File: src/hdl/dsmd_pkg.sv
// Shared types and constants for the decimal(38,12) multiply/divide pipeline.
// No dependencies; used by every module under hdl.
`timescale 1ns / 1ps

package dsmd_pkg;

    localparam int DIV_W  = 128;
    localparam int NUM_W  = 2 * DIV_W;
    localparam int LIMB_W = 32;
    localparam int LIMBS  = DIV_W / LIMB_W;

    // 10^12, the fixed-point scale.
    localparam logic [DIV_W-1:0] SCALE = 128'd1000000000000;
    // 10^38 - 1, the largest magnitude that fits 38 digits.
    localparam logic [DIV_W-1:0] LIMIT = 128'h4B3B4CA85A86C47A098A223FFFFFFFFF;

    typedef enum logic [1:0] {
        ST_OK   = 2'd0,
        ST_NULL = 2'd1,
        ST_OVF  = 2'd2,
        ST_DIVZ = 2'd3
    } status_t;

    // Sideband that travels with each request through the pipeline.
    typedef struct packed {
        logic    valid;
        logic    neg;
        status_t status;
    } tag_t;

endpackage

File: src/hdl/dsmd_cell.sv
// One restoring-division cell: develops one quotient bit and passes it on.
// Depends on dsmd_pkg for the request tag type.
`timescale 1ns / 1ps

module dsmd_cell #(
    parameter int W = dsmd_pkg::DIV_W
) (
    input  logic            aclk,
    input  logic            aresetn,
    input  logic            en,
    input  dsmd_pkg::tag_t  i_tag,
    input  logic [W-1:0]    i_rem,
    input  logic [W-1:0]    i_nq,
    input  logic [W-1:0]    i_d,
    output dsmd_pkg::tag_t  o_tag,
    output logic [W-1:0]    o_rem,
    output logic [W-1:0]    o_nq,
    output logic [W-1:0]    o_d
);

    // The shift register nq holds unconsumed dividend bits at the top and
    // finished quotient bits at the bottom.
    dsmd_pkg::tag_t tag_reg;
    logic [W-1:0]   rem_reg, rem_next;
    logic [W-1:0]   nq_reg, nq_next;
    logic [W-1:0]   d_reg;
    logic [W:0]     trial;
    logic [W+1:0]   diff;
    logic           fits;

    always_comb begin
        trial    = {i_rem, i_nq[W-1]};
        diff     = {1'b0, trial} - {2'b00, i_d};
        fits     = ~diff[W+1];
        rem_next = fits ? diff[W-1:0] : trial[W-1:0];
        nq_next  = {i_nq[W-2:0], fits};
    end

    always_ff @(posedge aclk) begin
        if (!aresetn) begin
            tag_reg.valid <= 1'b0;
        end else if (en) begin
            tag_reg <= i_tag;
        end
    end

    always_ff @(posedge aclk) begin
        if (en) begin
            rem_reg <= rem_next;
            nq_reg  <= nq_next;
            d_reg   <= i_d;
        end
    end

    assign o_tag = tag_reg;
    assign o_rem = rem_reg;
    assign o_nq  = nq_reg;
    assign o_d   = d_reg;

endmodule

File: config.mk
export PLATFORM = sky130hd
export DESIGN_NAME = dsmd_cell
export DESIGN_NICKNAME = d
export VERILOG_FILES = /design/src/hdl/dsmd_pkg.sv /design/src/hdl/dsmd_cell.sv
export SDC_FILE = /design/constraint.sdc
export NUM_CORES = 1
export LEC_CHECK = 0
export ABC_AREA = 1
export BUFFER_PORTS_ARGS = -buffer_cell sky130_fd_sc_hd__buf_2
export CAP_MARGIN = 20
export CORE_MARGIN = 3
export CORE_UTILIZATION = 30
export CTS_CLUSTER_SIZE = 28
export DETAILED_ROUTE_END_ITERATION = 10
export SETUP_SLACK_MARGIN = 0.1
export SKIP_LAST_GASP = 1
export SLEW_MARGIN = 20
export SYNTH_ARGS = -nofsm -noshare
export SYNTH_HDL_FRONTEND = slang
export SYNTH_SLANG_ARGS = --single-unit
File: constraint.sdc
create_clock -name aclk -period 3.43 [get_ports aclk]
set_clock_uncertainty 0.2 [all_clocks]
set_input_delay 1.029 -clock aclk [delete_from_list [all_inputs] [get_ports aclk]]
set_output_delay 1.029 -clock aclk [all_outputs]
set_load 0.02 [all_outputs]
**After elaboration in Yosys (flattened, before gate mapping)**

Index checks and enable logic that the tools add are counted.

- Bits in registers: 388
- Output and inout port bits: 388
- Word-level logic and storage cells: 10

- Add/sub/neg operators: 1
- Mux-type cells: 1
- Bitwise logic cells: 1
- Reductions and logical operators: 1

Operators by type and width:

| kind | count |
|---|---|
| subtractor 129 x 128 -> 130 bit | 1 |
| 2-to-1 mux 128 bit | 1 |
| AND reduction 2 bit | 1 |
| NOT 1 bit | 1 |

**Longest topological paths before layout**

- Depth after elaboration: 2
- Gate-level depth with buffers: 20

**Worst setup path after synthesis**

Ideal clock, no wire load.

- Path kind: input -> register
- Start point: in i_nq[127]
- End point: reg rem_reg[124] (netlist: o_rem[124]) (data pin)
- Library setup time: 0.253 ns
- Data arrival time: 2.713 ns
- Data required time: 2.977 ns
- Setup slack: 0.264 ns
- Cell stages on the path: 18
- Path buffers: 0
- Cells stage by stage: inv_1 ha_1 inv_1 fa_1 nand3_1 nand3_1 nand2_1 nand2_1 nand2_1 nand2_1 nand2_1 nand2_1 nand2_1 nand2_1 nand2_1 nand3_1 nand3_1 nand2_1

- Longest elaborated chain between the ends: 2

RTL lines:

| what | line | source |
|---|---|---|
| start, declared | dsmd_cell.sv:13 | `input logic [W-1:0] i_nq,` |
| subtractor 129 x 128 -> 130 bit | dsmd_cell.sv:33 | `diff = {1'b0, trial} - {2'b00, i_d};` |
| 2-to-1 mux 128 bit | dsmd_cell.sv:35 | `rem_next = fits ? diff[W-1:0] : trial[W-1:0];` |
| via rem_next[124] | dsmd_cell.sv:24 | `logic [W-1:0] rem_reg, rem_next;` |
| end signal, assigned | dsmd_cell.sv:49 | `rem_reg <= rem_next;` |
| end, declared | dsmd_cell.sv:24 |  |

The timed path passes the listed nets, and every way through them passes these cells.
A chain may end at the register's enable or synchronous reset.

**Worst setup path in the final report**

- Start point: in i_d[72]
- End point: reg rem_reg[119] (netlist: o_rem[119]) (data pin)

- Longest elaborated chain between the ends: 2

RTL lines:

| what | line | source |
|---|---|---|
| start, declared | dsmd_cell.sv:14 | `input logic [W-1:0] i_d,` |
| subtractor 129 x 128 -> 130 bit | dsmd_cell.sv:33 |  |
| 2-to-1 mux 128 bit | dsmd_cell.sv:35 |  |
| via rem_next[119] | dsmd_cell.sv:24 |  |

The timed path passes the listed nets, and every way through them passes these cells.

==> impl_metrics.tcl <==
set metrics [dict create \
    drive_above_1_share 0.3298 \
    critPathRequiredTime_ns 3.65 \
    cp_cell_sequence "buf_2, inv_1, ha_2, nand2_1, nand2_1, buf_4, nand2_1, nand2_1, nand2_1, nand2_1, a21oi_1, nand2_1, a21oi_1, nand3b_1, nand3_2, nand2_1" \
    seq_area_um2 11640 \
    clk_latency_ns 0.62 \
    detail-route-antenna-nets 0 \
    globalRouteOverflowTotal 0 \
    gp_congestion 1.021 \
    synth_adder_area_share 0.05755 \
    tightest_slew_ns 0.5277 \
    power_density_nw_per_um2 414.7 \
    max_slew_margin 0.6482 \
    power.leakage_nw 23.59 \
    cts.sinks 388 \
    ys_top_cells_by_count "nand2_1 (1,652), inv_1 (931), edfxtp_1 (387), nor2_1 (277), nand3_1 (241)" \
    grt_pass1_wl_mm 207.1 \
    path_buf_inv 3 \
    p_comb_frac 0.340 \
    io_buffers 778 \
    synthesis.area_um2 28180 \
    vias_per_cell 4.490 \
    yosysWarningCount 0 \
    rows 111 \
    p_seq_frac 0.347 \
    synth.distinct_cells 35 \
    synth-compound-area-share 0.02189 \
    min_period_over_period 0.9569 \
    synth.area.mux_share 0 \
    cts_tree "done" \
    synth_seq_area_share 0.4131 \
    grt_max_degree 91 \
    drv_slew 0 \
    wl_per_cell_um 21.09 \
    dr.pass1.iters 6 \
    io_pins 779 \
    track_usage 0.2913 \
    postSynthCellCount 4058 \
    crit_top_cell "nand2_1" \
    whs_ns 0.3542 \
    period_needed_ns 3.282 \
    drtIter0Drc 2703 \
    synthXorXnorAreaFrac 0.01958 \
    finalNetCount 6193 \
    grt_pass1_vias 30830 \
    die_y_um 312.5 \
    cts_buffers 48 \
    syn_area_per_cell_um2 6.944 \
    ir_drop_mv 0.3554 \
    async_reset_ff_frac 0 \
    synth_enable_flop_cells 387 \
    ys.flop_type "edfxtp_1" \
    worst_path_dominant_cell_family "simple AND/OR/NAND/NOR gates" \
    drc 0 \
    synth_largest_area_cell "edfxtp_1" \
    hold_class "primary input to register" \
    setup_violations 0 \
    synth_top_family_by_area "simple AND/OR/NAND/NOR gates" \
    finalHoldViolCount 0 \
    synth_area_leaders "edfxtp_1 (41%), nand2_1 (22%), inv_1 (12%)" \
    num_vias 31260 \
    syn-num-nets 4578 \
    htreeDepth 2 \
    area_growth_pct 48.78 \
    outcome "complete, no violations" \
    cp_slowest_cell "ha_2" \
    root_buffer "clkbuf_16" \
    critPathMaxStageDelay_ns 0.36 \
    fmax_mhz 304.7 \
    swShare 0.3552 \
    startpoint_type "primary input" \
    p_sw_mw 6.177 \
    worstSetupEndpointType "register" \
    die_x_um 312.5 \
    path_class "primary input to register" \
    hpwl_mm 127.3 \
    wl_mm 146.8 \
    clkPwrFrac 0.313 \
    arrival_ns 3.50 \
    rrSetupSlack_ns 2.58 \
    p_int_mw 11.21 \
    antenna_found_initial 17 \
    start_util 0.3051 \
    cts.path.max_buffers 3 \
    yosys.area_share.simple 0.3454 \
    ctsHoldBuffers 0 \
    coreArea_um2 92360 \
    clk_transition_reported_paths_ns 0.06 \
    ys_seq_elements 388 \
    synth_top_area_share 0.4124 \
    rsz0062_at_grt "true" \
    fillers 9612 \
    die_area_um2 97640 \
    fin_setup_tns_ns 0 \
    multi_input_area_um2 12830 \
    critPathMaxFanout 4 \
    drv_cap 0 \
    synth.most_common_cell "nand2_1" \
]
==> final cells by class <==
class                           instances  area share
Antenna cell                            6   0.0003581
Clock buffer                           58     0.03101
Clock inverter                         32    0.008595
Inverter                              971     0.08694
Multi-Input combinational cell       2657      0.3059
Sequential cell                       388      0.2777
Tap cell                             1243     0.03710
Timing Repair Buffer                 1607      0.2524
==> kinds of logic after synthesis <==
family / Yosys count
buf+inv: 1013
xor+xnor: 63
simple gates: 2346
flops: 388
compound gates: 119
fa+ha+maj: 129
==> stage by stage <==
stage	utilization	power [mW]	area [um2]	setup slack, ns	std cells
floorplan	-	8.719	28180	0.2641	4058
global placement	0.4326	11.95	39960	-0.7024	6866
detailed placement	0.4326	11.96	39960	-0.6815	6866
CTS	0.4507	17.47	41630	0.1311	6956
global route	0.4538	18.16	41910	0.02637	6958
finish	0.4539	17.39	41920	0.1479	6962
==> placed cells by master, fill, tap and decap left out, types with 9 or more instances in the layout <==
master | Yosys | layout
nand2_1 | 1652 | 1630
inv_1 | 931 | 930
buf_4 | 12 | 792
buf_2 | 15 | 777
edfxtp_1 | 387 | 387
nor2_1 | 277 | 254
nand3_1 | 241 | 232
ha_1 | 128 | 121
a21oi_1 | 97 | 92
xor2_1 | 62 | 62
clkbuf_16 | 0 | 49
nand3_2 | 37 | 46
nor2_2 | 23 | 42
inv_2 | 37 | 38
buf_12 | 2 | 36
nand2_2 | 16 | 35
nand4_1 | 30 | 30
nor3_1 | 31 | 27
nand3b_1 | 21 | 21
nor2_4 | 8 | 12
o21ai_0 | 11 | 11
clkinv_1 | 3 | 9
==> timing repair <==
item	CTS	global route
setup endpoints to repair	8	102
cloned	0	0
hold endpoints to repair	0	0
pin swaps	0	1
resized for setup	4	76
setup buffers	0	0
==> power by group through the flow <==
stage / sequential, mW / clock, mW / combinational (mW)
after floorplan: 6.69 / 0 / 2.03
after global placement: 6.14 / 0 / 5.82
after detailed placement: 6.13 / 0 / 5.83
after CTS: 6.04 / 5.57 / 5.86
after global routing: 6.06 / 5.73 / 6.36
final: 6.03 / 5.44 / 5.91
==> sequential cells by signal (all words and copies together) (netlist names) <==
signal / flops
o_nq: 128
o_d: 128
o_rem: 128
o_tag: 4
==> layer usage <==
layer,up-vias,global-route usage,wire (um)
met5,-,0,106
met3,182,0.03912,8815
met2,1092,0.5196,72320
li1,15570,-,-
met1,14400,0.3609,60350
met4,16,0.09651,5214
==> worst register-to-register path, cell delays in order (launching register included) <==
cell	delay, ns
dfxtp_1	0.31
o21ai_0	0.15
a21oi_1	0.06
==> worst paths after layout <==
| path | startpoint | end | cells after the start |
|---|---|---|---|
| max | i_d[72] | o_rem[119]$_DFFE_PP_ | 16 |
| min | i_d[125] | o_d[125]$_DFFE_PP_ | 1 |
| max reg2reg | o_tag[3]$_SDFFE_PN0P_ | o_tag[3]$_SDFFE_PN0P_ | 2 |
| min reg2reg | o_tag[3]$_SDFFE_PN0P_ | o_tag[3]$_SDFFE_PN0P_ | 2 |
Power figures use the tool's default switching activity.
